--- src/sv/path_smoothing_engine_unit_macros.svh ---
// assertion helpers shared by the smoothing engine rtl
`ifndef PATH_SMOOTHING_ENGINE_UNIT_MACROS_SVH
`define PATH_SMOOTHING_ENGINE_UNIT_MACROS_SVH

// condition that must hold at every clock edge out of reset
`define PSM_ASSERT_NOW(label, cond, msg) \
    label: assert property (@(posedge clk) disable iff (!rst_n) (cond)) else $error(msg);

// consequence that must hold in the cycle after the trigger
`define PSM_ASSERT_NEXT(label, ante, cons, msg) \
    label: assert property (@(posedge clk) disable iff (!rst_n) (ante) |=> (cons)) \
        else $error(msg);

`endif

--- src/sv/psm_ram.sv ---
module psm_ram #(
    parameter int WIDTH  = 64,
    parameter int DEPTH  = 64,
    parameter int ADDR_W = $clog2(DEPTH)
) (
    input  logic              clk,
    input  logic              we,
    input  logic [ADDR_W-1:0] waddr,
    input  logic [WIDTH-1:0]  wdata,
    input  logic              re,
    input  logic [ADDR_W-1:0] raddr,
    output logic [WIDTH-1:0]  rdata
);

    logic [WIDTH-1:0] mem [DEPTH];
    logic [WIDTH-1:0] rdata_reg;

    // one write port
    always_ff @(posedge clk)
    begin
        if (we)
        begin
            mem[waddr] <= wdata;
        end
    end

    // one registered read port
    always_ff @(posedge clk)
    begin
        if (re)
        begin
            rdata_reg <= mem[raddr];
        end
    end

    assign rdata = rdata_reg;

endmodule

--- config.mk ---
export PLATFORM = sky130hd
export DESIGN_NAME = psm_ram
export DESIGN_NICKNAME = d
export VERILOG_FILES = /design/src/sv/path_smoothing_engine_unit_macros.svh /design/src/sv/psm_ram.sv
export SDC_FILE = /design/constraint.sdc
export NUM_CORES = 2
export LEC_CHECK = 0
export ABC_AREA = 1
export BUFFER_PORTS_ARGS = -buffer_cell sky130_fd_sc_hd__buf_2
export CAP_MARGIN = 25
export CELL_PAD_IN_SITES_DETAIL_PLACEMENT = 2
export CELL_PAD_IN_SITES_GLOBAL_PLACEMENT = 2
export CORE_MARGIN = 2
export CORE_UTILIZATION = 48
export CTS_CLUSTER_SIZE = 16
export DETAILED_ROUTE_END_ITERATION = 8
export MAX_ROUTING_LAYER = met4
export PLACE_DENSITY_LB_ADDON = 0.1
export SYNTH_ARGS = -nofsm -noshare
export SYNTH_HDL_FRONTEND = slang
export SYNTH_SLANG_ARGS = --single-unit
--- constraint.sdc ---
create_clock -name clk -period 15.28 [get_ports clk]
set_input_delay 2.292 -clock clk [delete_from_list [all_inputs] [get_ports clk]]
set_output_delay 2.292 -clock clk [all_outputs]
set_load 0.01 [all_outputs]
==> results.ini <==
[detailed_routing]
dr.pass1.iters=8
drc=0
drtAntennaViolNets=0
wl_per_cell_um=40.5
via_per_inst=6.74
routed_wl_um=744000
vias=124000
drt_iter0_markers=17600

[power_and_ir_drop]
power_density_nw_per_um2=136
peakVddDrop_v=0.000119
p_leak_nw=65.1

[place]
place_hpwl_um=364000
port_buffers=142
pre_cts_ws_ns=7.39
gp_congestion=0.805

[synth]
yosysTopAreaCell=edfxtp_1
syn-num-nets=13500
synth_common_cells=4416 x nand2_1, 4160 x edfxtp_1, 3847 x nand3_1
postSynth.asyncResetShare_pct=0
syn-cell-area_um2=166000
postSynthAreaPerCell_um2=12.4
yosys.area.top_type_share_pct=75.3
yosysWarnings=0
ys_types=15
ys_ff_latch=4160
synth.area.top_cells=edfxtp_1 75%, nand3_1 12%, nand2_1 10%, buf_2 1.5%, buf_4 0.61%
yosysSeqAreaShare_pct=75.3
synth_edf_count=4160
syn_inst=13400
synth-main-ff-cell=edfxtp_1
synth_most_common_cell=nand2_1

[layout]
multi_input_area_um2=36600
nets=13500
largest_reg_flops=4096
register_area_um2=125000
drive_above_1_share_pct=8.32
area_delta_synth_final_pct=12.1
nFillCells=31700

[cts]
clk_pin_slew_ns=0.06
cts_made_buffers=438
clock-root-buffer=clkbuf_16
cts_sinks=4160
post_cts.repair.setup_buffers=0
clk_latency_ns=1.04
clock_path_buffers=4
cts_resized=0
holdBufCountCts=0
htreeDepth=5
cts_tree=yes

[hold_path]
hold_class=register to register
hp-start=mem[46][26]
min_path_cells=8
min_to=rdata[26]

[sta]
period_minus_slack_ns=7.15
rsz0062_at_grt=no
timing.final.hold_violations=0
slew_headroom_pct=4.61
maxSlewViolCount=0
worstMarginPinSlew_ns=1.43
final-setup-viol-count=0
finalCritPeriodShare_pct=46.8
fin_setup_tns_ns=0
worst_slack_ns=8.13
clock.fmax_mhz=140
clock_skew_ns=0.0674

[critical_path]
crit_required_ns=16.17
worstSetupStartpointType=input pin
ff2ff_setup_slack_ns=13.20
critPathArrivalTime_ns=8.04
ff2ff_path_depth=8
rr_endpoint=rdata[58]
worstSetupPathType=input pin to register
timing.rr.start=mem[4][58]
end_kind=register
critPathMaxFanout=137

[global_route]
grtUsageMet2_pct=67.7
grt_usage_pct=42.6
antenna_found_initial=58
busiest_layer=met2
overflow=0
grt_pass1_vias=132000
grt_first_pass_wirelength_um=1020000
grt_util_met1_pct=51.6
met3_usage_pct=7.61
grt_start_max_net_pins=201

[floorplan]
start_util_pct=48.3
die_area_um2=350000
chipWidth_um=592
core_area_um2=344000
die_y_um=592
rows=215
num_io_pins=143

[run]
maxCapViolations=0

[outcome]
status=finished, final reports clean

-- critical path: stages --
cell,delay [ns]
buf_12,0.32
buf_12,0.65
buf_4,0.78
buf_4,0.90
buf_4,0.84
buf_4,0.75
nand2_1,0.16
nand3_1,0.15
nand3_1,0.12
nand3_1,0.14
nand3_1,0.17
nand2_1,0.21
nand2_1,0.09
nand2_1,0.11
-- worst max path at each step --
stage,endpoint,slack (ns),cells past startpoint,start
floorplan,mem[48][0],5.71,3,we
global placement,rdata[37],7.69,14,raddr[0]
detailed placement,rdata[44],7.39,14,raddr[0]
CTS,rdata[40],8.33,14,raddr[0]
global route,rdata[40],7.91,14,raddr[0]
finish,rdata[40],8.13,14,raddr[0]
-- cell families after synthesis --
| group | count (synthesis) | share of synthesized area, % |
|---|---|---|
| buffers and inverters | 909 | 2.94 |
| DFF | 4160 | 75.3 |
| and+or+nand+nor | 8336 | 21.8 |
-- metal layers --
metal / part of all wire (%) / wire [um]
met1: 35 / 261000
met2: 48 / 354000
met3: 10 / 76100
met4: 7.1 / 52700
met5: 0 / 0
-- through the flow --
| stage | instance area [um^2] | utilization [%] | total power [mW] | cells | hold slack [ns] |
|---|---|---|---|---|---|
| floorplan | 166000 | - | 13.7 | 13400 | 0.797 |
| global placement | 170000 | 49.6 | 14.3 | 17500 | 0.865 |
| detailed placement | 171000 | 49.7 | 14.4 | 17500 | 0.909 |
| CTS | 184000 | 53.7 | 25.1 | 18300 | 0.911 |
| global route | 186000 | 54.1 | 25.7 | 18400 | 1.00 |
| finish | 186000 | 54.1 | 25.2 | 18400 | 0.905 |
-- placed cells by master (no fill, tap or decap), types with 9 or more instances in the layout --
master / Yosys / final
buf_12: 0 / 88
buf_16: 0 / 12
buf_2: 501 / 135
buf_4: 134 / 247
bufinv_16: 0 / 38
clkbuf_1: 147 / 96
clkbuf_16: 0 / 447
clkinv_1: 0 / 111
clkinv_2: 0 / 82
diode_2: 0 / 50
edfxtp_1: 4160 / 4160
nand2_1: 4416 / 4416
nand3_1: 3847 / 3847
nand4_1: 9 / 9
nor2_4: 0 / 56
-- cell type report --
cell class,instances,area share [%]
clock buffers,543,6.21
repair buffers,490,2.55
multi-input cells,8336,19.7
inverters,12,0.0579
well taps,4557,3.07
diodes,50,0.0673
clock inverters,251,1.20
flip-flops and latches,4160,67.2
-- where the power goes --
group	switching (mW)	total (mW)	internal, mW
Combinational	1.26	1.61	0.349
Sequential	0.0480	12.7	12.7
Clock	4.96	10.9	5.98
Total	6.27	25.2	19.0
Note: power is estimated with default switching activity, not from simulation.
