--- src/sv/path_smoothing_engine_unit_macros.svh ---
// assertion helpers shared by the smoothing engine rtl
`ifndef PATH_SMOOTHING_ENGINE_UNIT_MACROS_SVH
`define PATH_SMOOTHING_ENGINE_UNIT_MACROS_SVH

// condition that must hold at every clock edge out of reset
`define PSM_ASSERT_NOW(label, cond, msg) \
    label: assert property (@(posedge clk) disable iff (!rst_n) (cond)) else $error(msg);

// consequence that must hold in the cycle after the trigger
`define PSM_ASSERT_NEXT(label, ante, cons, msg) \
    label: assert property (@(posedge clk) disable iff (!rst_n) (ante) |=> (cons)) \
        else $error(msg);

`endif

--- src/sv/psm_pkg.sv ---
package psm_pkg;

    localparam int MAX_POINTS = 64;
    localparam int MAX_PASSES = 1024;
    localparam int FRAC_BITS  = 16;

    localparam int IDX_W      = $clog2(MAX_POINTS);
    localparam int CNT_W      = $clog2(MAX_POINTS + 1);
    localparam int PASS_W     = $clog2(MAX_PASSES + 1);
    localparam int COORD_W    = 32;
    localparam int WEIGHT_W   = 16;
    localparam int SUM_W      = 40;
    localparam int MOVE_W     = COORD_W + 1;
    localparam int OUT_IDX_W  = 6;
    localparam int CFG_IDX_W  = 2;
    localparam int CFG_DATA_W = 32;
    localparam int TOL_W      = 32;

    localparam int ROUND_HALF = 1 << (WEIGHT_W - 1);

    // reset values of the configuration registers
    localparam logic [TOL_W-1:0]    TOL_RESET    = TOL_W'(((1 << FRAC_BITS) + 500) / 1000);
    localparam logic [WEIGHT_W-1:0] DWEIGHT_RESET = 16'd32768;
    localparam logic [WEIGHT_W-1:0] SWEIGHT_RESET = 16'd6554;

    // configuration register indexes
    typedef enum logic [CFG_IDX_W-1:0] {
        REG_TOLERANCE     = 2'd0,
        REG_DATA_WEIGHT   = 2'd1,
        REG_SMOOTH_WEIGHT = 2'd2
    } cfg_reg_t;

    // strobes that step one relaxation through the lane pipeline
    typedef struct packed {
        logic m1;
        logic a1;
        logic m2;
        logic a2;
    } psm_stage_t;

    // clamp a wide signed value to the coordinate range
    function automatic logic signed [COORD_W-1:0] sat32(input logic signed [39:0] v);
        logic signed [39:0] hi;
        logic signed [39:0] lo;
        hi = 40'sd2147483647;
        lo = -40'sd2147483648;
        if (v > hi)
        begin
            return 32'sh7fffffff;
        end
        else if (v < lo)
        begin
            return 32'sh80000000;
        end
        return v[COORD_W-1:0];
    endfunction

endpackage

--- src/sv/psm_lane.sv ---
module psm_lane (
    input  logic                                clk,
    input  psm_pkg::psm_stage_t                 stg,
    input  logic signed [psm_pkg::COORD_W-1:0]  cur,
    input  logic signed [psm_pkg::COORD_W-1:0]  orig,
    input  logic signed [psm_pkg::COORD_W-1:0]  prev,
    input  logic signed [psm_pkg::COORD_W-1:0]  nxt,
    input  logic [psm_pkg::WEIGHT_W-1:0]        data_weight,
    input  logic [psm_pkg::WEIGHT_W-1:0]        smooth_weight,
    output logic signed [psm_pkg::COORD_W-1:0]  result,
    output logic [psm_pkg::MOVE_W-1:0]          movement
);

    logic signed [32:0] d1;
    logic signed [16:0] w1;
    logic signed [16:0] w2;
    logic signed [49:0] p1_reg;
    logic signed [33:0] r1;
    logic signed [31:0] v1_reg;
    logic signed [34:0] d2;
    logic signed [51:0] p2_reg;
    logic signed [35:0] r2;
    logic signed [31:0] v2_reg;
    logic signed [32:0] diff;

    // pull toward the original point
    assign d1 = 33'(orig) - 33'(cur);
    assign w1 = $signed({1'b0, data_weight});
    assign r1 = 34'((p1_reg + 50'(psm_pkg::ROUND_HALF)) >>> psm_pkg::WEIGHT_W);

    // pull toward the neighbor mean, previous neighbor already updated
    assign d2 = 35'(prev) + 35'(nxt) - (35'(v1_reg) <<< 1);
    assign w2 = $signed({1'b0, smooth_weight});
    assign r2 = 36'((p2_reg + 52'(psm_pkg::ROUND_HALF)) >>> psm_pkg::WEIGHT_W);

    always_ff @(posedge clk)
    begin
        if (stg.m1)
        begin
            p1_reg <= d1 * w1;
        end
        if (stg.a1)
        begin
            v1_reg <= psm_pkg::sat32(40'(cur) + 40'(r1));
        end
        if (stg.m2)
        begin
            p2_reg <= d2 * w2;
        end
        if (stg.a2)
        begin
            v2_reg <= psm_pkg::sat32(40'(v1_reg) + 40'(r2));
        end
    end

    // absolute movement of this coordinate
    assign diff     = 33'(cur) - 33'(v2_reg);
    assign movement = diff[32] ? $unsigned(-diff) : $unsigned(diff);
    assign result   = v2_reg;

endmodule

--- config.mk ---
export PLATFORM = sky130hd
export DESIGN_NAME = psm_lane
export DESIGN_NICKNAME = d
export VERILOG_FILES = /design/src/sv/path_smoothing_engine_unit_macros.svh /design/src/sv/psm_pkg.sv /design/src/sv/psm_lane.sv
export SDC_FILE = /design/constraint.sdc
export NUM_CORES = 2
export LEC_CHECK = 0
export BUFFER_PORTS_ARGS = -buffer_cell sky130_fd_sc_hd__buf_2
export CORE_MARGIN = 4
export CORE_UTILIZATION = 30
export CTS_BUF_LIST = sky130_fd_sc_hd__clkbuf_8
export DETAILED_ROUTE_END_ITERATION = 10
export GPL_ROUTABILITY_DRIVEN = 0
export HOLD_SLACK_MARGIN = 0.08
export SETUP_SLACK_MARGIN = 0.2
export SLEW_MARGIN = 0
export SYNTH_ARGS = -nofsm -noshare
export SYNTH_HDL_FRONTEND = slang
export SYNTH_SLANG_ARGS = --single-unit
--- constraint.sdc ---
create_clock -name clk -period 32.7 [get_ports clk]
set_input_delay 4.905 -clock clk [delete_from_list [all_inputs] [get_ports clk]]
set_output_delay 4.905 -clock clk [all_outputs]
set_load 0.1 [all_outputs]
==> impl_metrics.yaml <==
synth:
  synth_top_area_share_pct: 40.0
  seq_area_frac_synth_pct: 7.75
  synth_cell_type_count: 83
  synth_commonest_cells: "inv_1, fa_1, nand2_1"
  post_synth.cell_area_avg_um2: 8.63
  synth.most_common_cell: "inv_1"
  yosysWarnings: 0
  ys_seq_elements: 135
  synth_area_leaders: "fa_1, inv_1, ha_1, edfxtp_1, nand2_1"
  netlist_area_um2: 52300
  synth_flop_cell: "edfxtp_1"
  syn-num-nets: 7682
  yosys.area.top_type: "fa_1"
  postSynthCellCount: 6062
  synth_edf_count: 135
  ys_async_sr_fraction_pct: 0
clocking:
  clk_pin_slew_ps: 100
  numCtsBuffers: 17
  post_cts_buffers: 0
  clockBufferDepth: 2
  clk_latency_ps: 510
  cts_tree: "yes"
  cts_hold_buffers: 0
  clkSinkCount: 135
  post_cts_resized: 0
  root_buffer: "clkbuf_8"
  h-tree-depth: 4
hold_path:
  holdPathStages: 4
  worstHoldEndpoint: "result[16]$_DFFE_PP_"
  min-delay-path-class: "reg -> reg"
  min_from: "p2_reg[32]$_DFFE_PP_"
grt:
  grt_max_degree: 37
  met2_usage_pct: 33.1
  met1_usage_pct: 21.7
  grt_pass1_vias: 43763
  busiest_layer: "met2"
  grtUsageMet3_pct: 1.89
  grt_usage_pct: 18.0
  grt_overflow: 0
  grt_pass1_wl_um: 253000
  antenna_found_initial: 14
critical_path:
  crit_required_ps: 32930
  path_max_fanout: 16
  startpoint_type: "input pin"
  cp.arrival_ps: 15160
  path_class: "in -> reg"
  r2r_slack_ps: 22170
  reg2regPathDepth: 34
  slowest_delay_ps: 960
  reg2reg_to: "p2_reg[50]$_DFFE_PP_"
  cp-end-kind: "register"
  worstReg2RegStart: "v1_reg[1]$_DFFE_PP_"
  critPathSlowestCell: "a21oi_1"
die:
  dieArea_um2: 181000
  fp.dieH_um: 426
  fp-row-count: 153
  start_util_pct: 30.1
  io_pins: 230
  die_w_um: 426
  core_um2: 174000
placed_design:
  dp.cells: 8453
  io_buffers: 229
  dpl_cell_area_um2: 56300
  dp_slack_ps: 17190
  hpwl_um: 130000
layout:
  largest_register_ffs: 36
  final_cells: 8489
  stdcell_area_um2: 56700
  drive_gt1_share_pct: 6.61
  fin_nets: 7767
  area_growth_pct: 8.36
flow_run:
  drv_cap: 0
sta:
  rsz0062_at_grt: "false"
  clock_skew_ps: 18.2
  fmax_mhz: 67.0
  fin_setup_tns_ps: 0
  finalMaxSlewViolations: 0
  hold_violations: 0
  post-route-min-period_ps: 14930
  final-setup-viol-count: 0
  tightest_slew_ps: 1300
  fin_ws_ps: 17770
  period_share_pct: 45.7
  slew_headroom_pct: 13.1
route:
  ant_nets: 0
  routedWlPerCell_um: 19.1
  finalWirelength_um: 162000
  viasPerCell: 4.83
  drtIter0Drc: 2411
  dr.pass1.iters: 6
  num_vias: 40998
  drcViolationCount: 0
run_status:
  status: "finished clean"
through the flow:
| stage | hold slack (ps) | utilization [%] |
|---|---|---|
| 2_1_floorplan | 719 | - |
| 3_3_place_gp | 955 | 32.4 |
| 3_5_place_dp | 975 | 32.4 |
| 4_1_cts | 990 | 32.7 |
| 5_1_grt | 1070 | 32.7 |
| 6_report | 1020 | 32.7 |
worst max path at each step:
stage                                      end  slack (ps)     from
final                     p1_reg[49]$_DFFE_PP_       17770  orig[0]
after global routing      p1_reg[49]$_DFFE_PP_       17060  orig[0]
after CTS                         movement[29]       17710   cur[0]
after detailed placement  p1_reg[49]$_DFFE_PP_       17190  orig[0]
after global placement    p1_reg[49]$_DFFE_PP_       17240  orig[0]
after floorplan                    movement[1]       18270   cur[0]
metal layers:
metal	vias up	routed length (um)
met5	-	0
met4	0	6710
met3	261	8250
met2	1274	83900
met1	20767	63400
li1	18696	-
logic make-up after synthesis:
logic type / after synthesis / synth area share (%)
AND/OR/NAND/NOR: 1725 / 15.7
buffers and inverters: 1665 / 12.0
adder cells (fa/ha/maj): 1456 / 49.8
AO/OA/AOI/OAI: 766 / 9.52
XOR/XNOR: 312 / 5.22
flip-flops: 135 / 7.75
multiplexers: 3 / 0.0574
layout by cell type, fill, tap and decap left out, types with 70 or more instances in the layout:
| master | instances |
|---|---|
| fa_1 | 1046 |
| o21ai_0 | 159 |
| buf_4 | 70 |
| nand2_1 | 856 |
| a21oi_1 | 209 |
| xnor2_1 | 178 |
| inv_1 | 1432 |
| a21o_1 | 105 |
| buf_2 | 229 |
| and2_1 | 346 |
| nand3_1 | 100 |
| nor2_1 | 132 |
| xor2_1 | 100 |
| ha_1 | 409 |
| edfxtp_1 | 135 |
area by class of cell:
class / instances / area, um2
clock inverter: 15 / 138
inverter: 1432 / 5380
sequential: 135 / 4050
antenna: 4 / 10.0
clock buffer: 17 / 234
tap: 2325 / 2910
timing repair buffer: 299 / 1670
multi-input combinational: 4262 / 42300
fill: 18120 / 117000
worst max-delay path, delay by kind of cell:
kind,cells,cell delay [ps]
and+or+nand+nor,4,750
xor gates and xnor gates,1,130
adders and majority gates,9,3970
buffers and inverters,8,440
AOI/OAI and AO/OA,14,4940
Power is left out: the tool's default activity adds up to more than one toggle a clock period on the data nets, which glitch-free logic cannot reach.
